File: src/design/mpcsce_pkg.sv
// Shared types, widths and constants for the switching cost evaluator.
package mpcsce_pkg;

  // Fixed field widths.
  localparam int MASK_W  = 6;
  localparam int QW_W    = 16;
  localparam int SWC_W   = 24;
  localparam int PEN_W   = 4;
  localparam int LIM_W   = 15;
  localparam int COST_W  = 48;
  localparam int ADDR_W  = 4;
  localparam int DATA_W  = 32;

  // Squared error magnitude clamp and saturation point of the positive terms.
  localparam int MAG_W   = 25;
  localparam int SQ_W    = 49;
  localparam logic [SQ_W-1:0] SQ_CAP = {1'b1, {(SQ_W-1){1'b0}}};

  // Sum of switch and overcurrent costs, integer units.
  localparam int SMALL_W = 8;

  // Number of pipeline registers from input to output.
  localparam int NSTG    = 7;

  // Alpha-beta-zero to abc matrix entries, Q1.15.
  localparam logic signed [15:0] M_AA = 16'sd26755;
  localparam logic signed [15:0] M_BA = -16'sd13376;
  localparam logic signed [15:0] M_BB = 16'sd23170;
  localparam logic signed [15:0] M_ZZ = 16'sd18920;

  // Register map.
  typedef enum logic [1:0] {
    REG_QUAD_WEIGHT   = 2'd0,
    REG_SWITCH_COSTS  = 2'd1,
    REG_OC_PENALTY    = 2'd2,
    REG_CURRENT_LIMIT = 2'd3
  } reg_idx_t;

  // Load enables of all pipeline registers, stage 1 first.
  typedef logic [NSTG-1:0] stg_en_t;

endpackage

File: src/design/mpcsce_sq_lane.sv
// One squared-error lane: difference magnitude, then a registered square.
module mpcsce_sq_lane #(
  parameter int SAMPLE_WIDTH = 16
) (
  input  logic                           clk,
  input  logic [1:0]                     en,
  input  logic signed [SAMPLE_WIDTH-1:0] ref_i,
  input  logic signed [SAMPLE_WIDTH-1:0] meas_i,
  output logic [mpcsce_pkg::SQ_W-1:0]    sq_r
);
  import mpcsce_pkg::*;

  localparam int DW = SAMPLE_WIDTH + 1;
  localparam int XW = (DW > MAG_W + 1) ? DW : MAG_W + 1;

  logic signed [DW-1:0]  diff;
  logic [DW-1:0]         mag;
  logic [XW-1:0]         mag_x;
  logic                  over_nxt;
  logic                  over_r;
  logic [MAG_W-1:0]      mag_nxt;
  logic [MAG_W-1:0]      mag_r;
  logic [2*MAG_W-1:0]    prod;
  logic [SQ_W-1:0]       sq_nxt;

  // Absolute difference; anything above 2^24 squares past the cap.
  always_comb begin
    diff     = DW'(ref_i) - DW'(meas_i);
    mag      = diff[DW-1] ? DW'(-diff) : DW'(diff);
    mag_x    = XW'(mag);
    over_nxt = mag_x > (XW'(1) << 24);
    mag_nxt  = over_nxt ? '0 : mag_x[MAG_W-1:0];
  end

  always_ff @(posedge clk) begin
    if (en[0]) begin
      mag_r  <= mag_nxt;
      over_r <= over_nxt;
    end
  end

  // Square of the clamped magnitude; 2^24 squared lands exactly on the cap.
  always_comb begin
    prod   = mag_r * mag_r;
    sq_nxt = over_r ? SQ_CAP : prod[SQ_W-1:0];
  end

  always_ff @(posedge clk) begin
    if (en[1]) begin
      sq_r <= sq_nxt;
    end
  end

endmodule

File: config.mk
export PLATFORM = sky130hd
export DESIGN_NAME = mpcsce_sq_lane
export DESIGN_NICKNAME = d
export VERILOG_FILES = /design/src/design/mpcsce_pkg.sv /design/src/design/mpcsce_sq_lane.sv
export SDC_FILE = /design/constraint.sdc
export NUM_CORES = 1
export LEC_CHECK = 0
export ABC_AREA = 1
export ABC_CLOCK_PERIOD_IN_PS = 14600
export BUFFER_PORTS_ARGS = -buffer_cell sky130_fd_sc_hd__buf_2
export CAP_MARGIN = 20
export CORE_UTILIZATION = 60
export CTS_CLUSTER_DIAMETER = 200
export DETAILED_ROUTE_END_ITERATION = 8
export GPL_TIMING_DRIVEN = 0
export HOLD_SLACK_MARGIN = 0.08
export PLACE_DENSITY = 0.86
export SLEW_MARGIN = 10
export SYNTH_ARGS = -nofsm -noshare
export SYNTH_HDL_FRONTEND = slang
export SYNTH_SLANG_ARGS = --single-unit
File: constraint.sdc
create_clock -name clk -period 14.6 [get_ports clk]
set_input_delay 2.92 -clock clk [delete_from_list [all_inputs] [get_ports clk]]
set_output_delay 2.92 -clock clk [all_outputs]
set_load 0.01 [all_outputs]
==> out/metrics.cfg <==
[setup_path]
r2r-start=mag_r[7]
path_delay_family=adder cells
ff2ff_path_depth=23
r2r_end=sq_r[24]
critical_path.endpoint_type=flip-flop
start_kind=flip-flop
critPathMaxFanout=10
critPathArrivalTime_ns=6.80
required_ns=14.65
cp_num_buf_inv=8
crit_slowest_cell=fa_1
r2r_slack_ns=7.84
crit_chain=clkbuf_1 -> clkbuf_1 -> nand2_1 -> fa_1 -> inv_1 -> fa_1 -> inv_1 -> fa_1 -> inv_1 -> fa_1 -> fa_1 -> inv_1 -> fa_1 -> inv_1 -> ha_1 -> a21oi_1 -> a21boi_0 -> nand2_1 -> a21oi_1 -> inv_1 -> nand3_1 -> nand2_1 -> xor2_1
cp_slowest_stage_delay_ns=0.60
crit_type=reg2reg

[placement]
dpl_cell_area_sq_um=12400
hpwl_um=22200
routabilityCongestion=0.932
portBuffers=67

[yosys]
synth_cell_types=41
yosysTopAreaCellShare_pct=32.9
synth_ff_type=edfxtp_1
synth_top_family_by_area=adder cells
netlist_area_sq_um=11700
synth-compound-area-share_pct=4.66
synth-simple-area-share_pct=16.3
synth_seq_cells=50
ys_seq_area_share_pct=12.9
synth_adder_area_share_pct=46.7
ys_top_cells_by_count=inv_1 (421), nand2_1 (322), fa_1 (192), ha_1 (129), nor2_1 (55)
synth_area_per_cell_sq_um=8.06
async_flop_share_pct=0
yosys-top-cells-area=fa_1 (33%), ha_1 (14%), inv_1 (14%), edfxtp_1 (13%), nand2_1 (10%)
yosysMostFrequentCell=inv_1
netlist_instances=1449
yosys-mux-area-fraction_pct=0
yosysTopAreaCell=fa_1
synth-xor-area-share_pct=3.67
synth-edff-count=50
yosys_warnings=0

[cts]
postCtsResizedCells=0
cts_buffers=5
cts_hold_buf=0
clkTransAtPathRegs_ns=0.07
root_buffer=clkbuf_16
cts_setup_buffers=0
clockBufferDepth=2
clock_latency_ns=0.31
clock-sinks=50
cts_tree=yes
ctsHtreeMaxLevel=2

[routing]
routed-wl-met2_um=13000
postRouteAntennaNets=0
met3_length_um=1830
drtIter0Drc=450
via_per_inst=5.15
wl_met1_um=10400
route.detailed.drc=0
route.top_layer_used=met4
drt-total-wl_um=26300
routedWlPerCell_um=14.6
firstDrtPassIters=5
num_vias=9261

[finish]
final_layout_size_suffix_gt1_share_pct=7.60
antenna_cells=0
stdcell_area_sq_um=12600
final_nets=1894
synthToLayoutAreaGrowth_pct=7.80

[flow_run]
drv_cap=0

[sta]
finClkSkew_ns=0.0114
worstMarginPinSlew_ns=0.704
fmax_mhz=148
max-slew-margin-rel_pct=53.1
period_share_pct=46.3
holdWs_ns=0.468
finalSetupTns_ns=0
drv_slew=0
setup-violations-final=0
hold_viol_final=0
fin_crit_ns=6.76
rsz0062_at_grt=no

[floorplan]
die_x_um=142
ioPinCount=84
die_y_um=142
core_area_sq_um=18900
die_area_sq_um=20000
placementRows=50
start_util_pct=61.8

[hold_path]
hold_path_class=reg2reg
worst_hold_path.num_cells=0
hp-start=mag_r[0]
hold_end=sq_r[0]

[grt]
grt_pass1_vias=9756
grt_use_total_pct=28.6
grt_max_degree=34
antenna_found_initial=0
grt_pass1_wl_um=44800
grt-ovfl-total=0

[status]
status=finished clean

[final cells by class]
type / instances / area, sq um
Fill cell: 1556 / 6300
Buffer: 51 / 259
Timing Repair Buffer: 67 / 335
Multi-Input combinational cell: 942 / 8400
Inverter: 421 / 1580
Tap cell: 260 / 325
Clock inverter: 3 / 68.8
Sequential cell: 50 / 1500
Clock buffer: 5 / 125
[cell usage in the layout (no fill, tap or decap), types with 31 or more instances in the layout]
master / n
clkbuf_1: 34
fa_1: 192
xor2_1: 31
ha_1: 129
nand2_1: 322
buf_2: 67
nor2_1: 55
a21oi_1: 53
nand3_1: 34
inv_1: 421
edfxtp_1: 50
[kinds of logic (layout without fill, tap and decap cells)]
kind of cell	Yosys count	in the layout
AO/OA/AOI/OAI	98	98
XOR/XNOR	49	49
other	1	16
buffers and inverters	472	547
adder cells (fa/ha/maj)	321	321
AND/OR/NAND/NOR	458	458
flip-flops	50	50
[stage by stage]
stage	worst slack [ns]	std cells	utilization, %
after global placement	8.06	1791	65.6
final	7.84	1799	66.6
after floorplan	8.92	1464	-
after detailed placement	7.97	1791	65.6
after global routing	7.49	1799	66.6
after CTS	7.92	1799	66.6
[routing by layer]
layer	GRT usage, %	up-vias
li1	-	4410
met1	34.0	4363
met2	51.4	407
met3	4.02	81
met4	12.8	0
met5	0	-
[state kept, by name, summed over array words and instances (netlist names)]
| name | cells |
|---|---|
| mag_r | 17 |
| sq_r | 33 |
[worst register-to-register path, delay by kind of cell, from the launching register on]
family	cells	cell delay, ns
AND/OR/NAND/NOR	4	0.40
buffers and inverters	8	1.36
XOR/XNOR	1	0.15
AO/OA/AOI/OAI	3	0.76
adder cells (fa/ha/maj)	7	3.41
flip-flops	1	0.42
[worst max-delay path by stage]
stage                     cells past startpoint  slack [ns]  endpoint       from
after floorplan                              23        8.92  sq_r[24]   mag_r[7]
after global placement                       23        8.06  sq_r[24]  mag_r[10]
after detailed placement                     24        7.97  sq_r[32]   mag_r[7]
after CTS                                    24        7.92  sq_r[32]   mag_r[7]
after global routing                         24        7.49  sq_r[32]   mag_r[7]
final                                        23        7.84  sq_r[24]   mag_r[7]
Power is left out: the tool's default activity adds up to more than one toggle a clock period on the data nets, which glitch-free logic cannot reach.
