`src/design/mpcsce_pkg.sv`:
```
// Shared types, widths and constants for the switching cost evaluator.
package mpcsce_pkg;

  // Fixed field widths.
  localparam int MASK_W  = 6;
  localparam int QW_W    = 16;
  localparam int SWC_W   = 24;
  localparam int PEN_W   = 4;
  localparam int LIM_W   = 15;
  localparam int COST_W  = 48;
  localparam int ADDR_W  = 4;
  localparam int DATA_W  = 32;

  // Squared error magnitude clamp and saturation point of the positive terms.
  localparam int MAG_W   = 25;
  localparam int SQ_W    = 49;
  localparam logic [SQ_W-1:0] SQ_CAP = {1'b1, {(SQ_W-1){1'b0}}};

  // Sum of switch and overcurrent costs, integer units.
  localparam int SMALL_W = 8;

  // Number of pipeline registers from input to output.
  localparam int NSTG    = 7;

  // Alpha-beta-zero to abc matrix entries, Q1.15.
  localparam logic signed [15:0] M_AA = 16'sd26755;
  localparam logic signed [15:0] M_BA = -16'sd13376;
  localparam logic signed [15:0] M_BB = 16'sd23170;
  localparam logic signed [15:0] M_ZZ = 16'sd18920;

  // Register map.
  typedef enum logic [1:0] {
    REG_QUAD_WEIGHT   = 2'd0,
    REG_SWITCH_COSTS  = 2'd1,
    REG_OC_PENALTY    = 2'd2,
    REG_CURRENT_LIMIT = 2'd3
  } reg_idx_t;

  // Load enables of all pipeline registers, stage 1 first.
  typedef logic [NSTG-1:0] stg_en_t;

endpackage

```
`src/design/mpcsce_merge.sv`:
```
// Merge stages: switch costs, penalties, weighting and final saturation.
module mpcsce_merge #(
  parameter int NUM_SWITCHES = 6
) (
  input  logic                               clk,
  input  mpcsce_pkg::stg_en_t                en,
  input  logic [mpcsce_pkg::MASK_W-1:0]      prev_switches,
  input  logic [mpcsce_pkg::MASK_W-1:0]      cand_switches,
  input  logic [mpcsce_pkg::QW_W-1:0]        quad_weight,
  input  logic [mpcsce_pkg::SWC_W-1:0]       switch_costs,
  input  logic signed [mpcsce_pkg::PEN_W-1:0] overcurrent_penalty,
  input  logic [mpcsce_pkg::SQ_W-1:0]        sq_0,
  input  logic [mpcsce_pkg::SQ_W-1:0]        sq_1,
  input  logic [mpcsce_pkg::SQ_W-1:0]        sq_2,
  input  logic [mpcsce_pkg::SQ_W-1:0]        sq_3,
  input  logic [mpcsce_pkg::SQ_W-1:0]        sq_4,
  input  logic [2:0]                         phase_over,
  output logic signed [mpcsce_pkg::COST_W-1:0] cost_r
);
  import mpcsce_pkg::*;

  localparam int RW   = SQ_W + 2;
  localparam int LO_W = 24;
  localparam int HI_W = SQ_W - LO_W;
  localparam int WW   = HI_W + QW_W + 16;
  localparam int TW   = SQ_W + 2;
  localparam logic signed [TW-1:0] OUT_MAX_X =
    {{(TW-COST_W+1){1'b0}}, {(COST_W-1){1'b1}}};
  localparam logic signed [TW-1:0] OUT_MIN_X = ~OUT_MAX_X;

  logic [MASK_W-1:0]          changed;
  logic signed [SMALL_W-1:0]  sw_sum_nxt, sw_sum_r, sw_sum2_r;
  logic signed [SMALL_W-1:0]  small_nxt, small3_r, small4_r, small5_r, small6_r;
  logic [SQ_W:0]              s02_sum;
  logic [SQ_W-1:0]            s02_nxt, s02_r;
  logic [RW-1:0]              rest_nxt, rest3_r, rest4_r, rest5_r;
  logic [HI_W+QW_W-1:0]       hi_p_r;
  logic [LO_W+QW_W-1:0]       lo_p_r;
  logic [WW-1:0]              w8;
  logic [SQ_W-1:0]            wcap_nxt, wcap_r;
  logic [RW-1:0]              posu;
  logic [SQ_W-1:0]            pos_nxt, pos_r;
  logic signed [TW-1:0]       total;
  logic signed [COST_W-1:0]   cost_nxt;

  // Stage 1: signed cost of every switch that changes.
  always_comb begin
    changed    = prev_switches ^ cand_switches;
    sw_sum_nxt = '0;
    for (int i = 0; i < MASK_W; i++) begin
      if (i < NUM_SWITCHES && changed[i]) begin
        sw_sum_nxt = sw_sum_nxt + SMALL_W'($signed(switch_costs[4*i +: 4]));
      end
    end
  end

  always_ff @(posedge clk) begin
    if (en[0]) begin
      sw_sum_r <= sw_sum_nxt;
    end
    if (en[1]) begin
      sw_sum2_r <= sw_sum_r;
    end
  end

  // Stage 3: weighted pair sum, plain sum and the integer cost terms.
  always_comb begin
    s02_sum  = (SQ_W+1)'(sq_0) + (SQ_W+1)'(sq_2);
    s02_nxt  = (s02_sum > (SQ_W+1)'(SQ_CAP)) ? SQ_CAP : s02_sum[SQ_W-1:0];
    rest_nxt = RW'(sq_1) + RW'(sq_3) + RW'(sq_4);
    small_nxt = sw_sum2_r;
    for (int j = 0; j < 3; j++) begin
      if (phase_over[j]) begin
        small_nxt = small_nxt + SMALL_W'(overcurrent_penalty);
      end
    end
  end

  always_ff @(posedge clk) begin
    if (en[2]) begin
      s02_r    <= s02_nxt;
      rest3_r  <= rest_nxt;
      small3_r <= small_nxt;
    end
  end

  // Stage 4: the weight product split into two partial products.
  always_ff @(posedge clk) begin
    if (en[3]) begin
      hi_p_r   <= s02_r[SQ_W-1:LO_W] * quad_weight;
      lo_p_r   <= s02_r[LO_W-1:0] * quad_weight;
      rest4_r  <= rest3_r;
      small4_r <= small3_r;
    end
  end

  // Stage 5: recombine, drop the eight weight fraction bits, saturate.
  always_comb begin
    w8       = {hi_p_r, 16'b0} + WW'(lo_p_r[LO_W+QW_W-1:8]);
    wcap_nxt = (w8 > WW'(SQ_CAP)) ? SQ_CAP : w8[SQ_W-1:0];
  end

  always_ff @(posedge clk) begin
    if (en[4]) begin
      wcap_r   <= wcap_nxt;
      rest5_r  <= rest4_r;
      small5_r <= small4_r;
    end
  end

  // Stage 6: all non-negative terms, saturated at the cap.
  always_comb begin
    posu    = RW'(wcap_r) + rest5_r;
    pos_nxt = (posu > RW'(SQ_CAP)) ? SQ_CAP : posu[SQ_W-1:0];
  end

  always_ff @(posedge clk) begin
    if (en[5]) begin
      pos_r    <= pos_nxt;
      small6_r <= small5_r;
    end
  end

  // Stage 7: add the integer terms at 2^16 and clip to the output range.
  always_comb begin
    total = $signed(TW'(pos_r)) + (TW'(small6_r) <<< 16);
    if (total > OUT_MAX_X) begin
      cost_nxt = OUT_MAX_X[COST_W-1:0];
    end else if (total < OUT_MIN_X) begin
      cost_nxt = OUT_MIN_X[COST_W-1:0];
    end else begin
      cost_nxt = total[COST_W-1:0];
    end
  end

  always_ff @(posedge clk) begin
    if (en[6]) begin
      cost_r <= cost_nxt;
    end
  end

endmodule

```
`config.mk`:
```
export PLATFORM = sky130hd
export DESIGN_NAME = mpcsce_merge
export DESIGN_NICKNAME = d
export VERILOG_FILES = /design/src/design/mpcsce_pkg.sv /design/src/design/mpcsce_merge.sv
export SDC_FILE = /design/constraint.sdc
export NUM_CORES = 2
export LEC_CHECK = 0
export BUFFER_PORTS_ARGS = -buffer_cell sky130_fd_sc_hd__clkbuf_2
export CORE_ASPECT_RATIO = 0.5
export CORE_MARGIN = 2
export CORE_UTILIZATION = 65
export DETAILED_ROUTE_END_ITERATION = 16
export PLACE_DENSITY = 0.85
export SLEW_MARGIN = 15
export SYNTH_ARGS = -nofsm -noshare
export SYNTH_HDL_FRONTEND = slang
export SYNTH_SLANG_ARGS = --single-unit
```
`constraint.sdc`:
```
create_clock -name clk -period 11.3 [get_ports clk]
set_clock_uncertainty 0.15 [all_clocks]
set_input_delay 1.13 -clock clk [delete_from_list [all_inputs] [get_ports clk]]
set_output_delay 1.13 -clock clk [all_outputs]
set_load 0.03 [all_outputs]
```
==> out/metrics.csv <==
stage,metric,value,unit
run_status,status,"finished, final reports clean",
sta,final.setup.tns,0,ns
clock_tree,cts_hold_buf,0,
yosys,synthMuxAreaShare,0.7514,%
route,avgRoutedWirePerCell,19.93,µm
sta,final_max_slew_viol_count,0,
yosys,yosysSeqAreaShare,25.78,%
clock_tree,clock_latency,0.63,ns
yosys,synth_top_family_by_area,adder cells,
place,dp_cells,6889,
global_routing,grt-ovfl-total,0,
sta,rsz0062_at_grt,false,
route,antenna_left,0,
yosys,syn_area,54620,µm²
floorplan,die_w,414.0,µm
floorplan,start_util,65.40,%
layout,finalNetCount,7290,
floorplan,io_pins,360,
sta,worst_pin_slew,1.090,ns
sta,hold_violations,0,
floorplan,fp.coreArea,83520,µm²
yosys,ys_warn_count,0,
place,io_buffers,359,
hold_path,hp-class,reg -> reg,
flow_run,maxCapViolCount,0,
setup_path,start_kind,input pin,
setup_path,cp.arrival,8.45,ns
setup_path,ff2ff_setup_slack,3.50,ns
clock_tree,clock_sinks,469,
yosys,synth.area.top_cells,"edfxtp_1 (26%), fa_1 (25%), ha_1 (11%)",
yosys,ys_async_sr_fraction,0,%
clock_tree,cts-htree-levels,2,
route,via_per_inst,6.026,
yosys,synth-xor-area-share,4.696,%
yosys,synth_adder_area_share,36.02,%
sta,slew_headroom,27.33,%
route,vias,41990,
clock_tree,cts_setup_buffers,0,
setup_path,worst_setup_path_end_kind,register,
yosys,synth_cells,5593,
setup_path,worstPathRequired,11.52,ns
sta,worst_slack,3.066,ns
place,hpwl,107900,µm
clock_tree,cts_max_path_buffers,3,
sta,finalCriticalPeriod,8.234,ns
yosys,yosys_most_used_dff,edfxtp_1,
layout,area_growth,7.516,%
sta,min_period_over_period,72.87,%
global_routing,grt_pass1_vias,44020,
clock_tree,cts_tree,yes,
yosys,synth-compound-area-share,10.91,%
clock_tree,cts-root-buf,clkbuf_16,
yosys,avgSynthCellArea,9.766,µm²
clock_tree,post_cts_resize_count,0,
route,routed_wl,138900,µm
layout,layout_commonest_cell,inv_1,
place,place_congestion,0.9707,
route,drtPass1Iterations,10,
layout,drive_gt1_share,8.990,%
global_routing,grt_use_total,32.69,%
global_routing,grt_pass1_wl,225000,µm
yosys,yosys.area_share.simple,15.10,%
yosys,syn-num-nets,7063,
floorplan,fp.dieH,209.0,µm
sta,fmax,0.1214,GHz
global_routing,antenna_found_initial,4,
layout,stdcell_count,6968,
setup_path,crit_fanout,27,
layout,final_cell_mix,"inv_1 (761), nand2_1 (748), fa_1 (688), ha_1 (470), edfxtp_1 (469)",
yosys,synthDistinctLibCells,93,
sta,setup_viol,0,
clock_tree,cts_buffers,45,
clock_tree,cts.clk_slew.worst_paths,0.07,ns
floorplan,dieArea,86510,µm²
yosys,synth_edf_count,469,
floorplan,row_count,75,
global_routing,grt_max_degree,80,
route,route.detailed.drc,0,
yosys,synth_top_cell_by_area,edfxtp_1,
route,first_iter_violations,3731,
yosys,ys_ff_latch,469,
place,pre_cts_slack,2.528,ns
setup_path,critPathKind,in -> reg,
yosys,yosysTopAreaCellShare,25.78,%
[area by class of cell]
type	instances	area [µm²]
fillers	6071	24790
diodes	1	2.502
repair buffers	388	2022
flip-flops and latches	469	14080
clock inverters	24	336.6
well taps	1116	1396
multi-input cells	4154	36860
inverters	762	2860
clock buffers	54	1160
[worst paths after layout]
kind,start,to,depth (start not counted)
setup / recovery,quad_weight[3],hi_p_r[29],26
hold / removal,rest3_r[43],rest4_r[43],0
setup reg to reg,s02_r[31],hi_p_r[29],24
hold reg to reg,rest3_r[43],rest4_r[43],0
[metrics by stage]
step / hold WS [ns] / cell area, µm² / utilization (%)
floorplan: 0.2503 / 54620 / -
global placement: 0.2513 / 57230 / 68.52
detailed placement: 0.2545 / 57230 / 68.52
CTS: 0.2669 / 58720 / 70.31
global route: 0.2709 / 58720 / 70.31
finish: 0.2665 / 58730 / 70.31
[sequential cells by signal (all words and copies together) (netlist names), 32 cells and up]
register and count:
s02_r 49, hi_p_r 41, cost_r 48, rest4_r 51, pos_r 49, wcap_r 49, lo_p_r 32, rest5_r 51
rest3_r 51
[critical path, cell delays in order]
cell       delay [ns]
clkbuf_2         0.47
buf_4            0.42
nand2_1          0.11
fa_1             0.49
inv_1            0.05
fa_1             0.54
inv_1            0.05
fa_1             0.49
fa_1             0.55
inv_1            0.05
fa_1             0.47
inv_1            0.05
fa_1             0.47
inv_1            0.04
ha_1             0.33
a21oi_1          0.20
nor2_1           0.11
a2111oi_0        0.56
o211ai_1         0.15
a221oi_1         0.61
o21bai_1         0.16
a21oi_1          0.30
nor2_1           0.11
o31a_1           0.29
nor2_1           0.13
xnor2_1          0.08
[routing by layer]
layer / vias to the layer above / part of all wire, % / global-route usage [%] / wire length, µm
met5: - / 0.0079 / 0 / 11
met4: 2 / 3.4 / 10.59 / 4681
met3: 394 / 9.5 / 7.107 / 13160
met2: 2197 / 46 / 52.64 / 63980
met1: 20360 / 41 / 44.43 / 57040
li1: 19040 / - / - / -
[synth_stat cells, types with 44 or more instances]
master    number
xnor2_1      189
a21o_1       125
o21ai_0      142
o21bai_1      45
ha_1         470
and2_1       265
inv_1        761
clkbuf_1     189
a21oi_1      347
nand3_1       75
nor2_1       286
edfxtp_1     469
nand4_1       44
nand2_1      748
and3_1        68
fa_1         688
nor2b_1       46
xor2_1       102
nor3_1        59
[kinds of logic after synthesis]
logic type / count (synthesis)
xor gates and xnor gates: 292
AOI/OAI and AO/OA: 931
and+or+nand+nor: 1733
DFF: 469
muxes: 38
adders and majority gates: 1160
buffers and inverters: 970
Power is not shown: default switching activity piles up to over one toggle a cycle in this logic, so the estimate is an artifact.
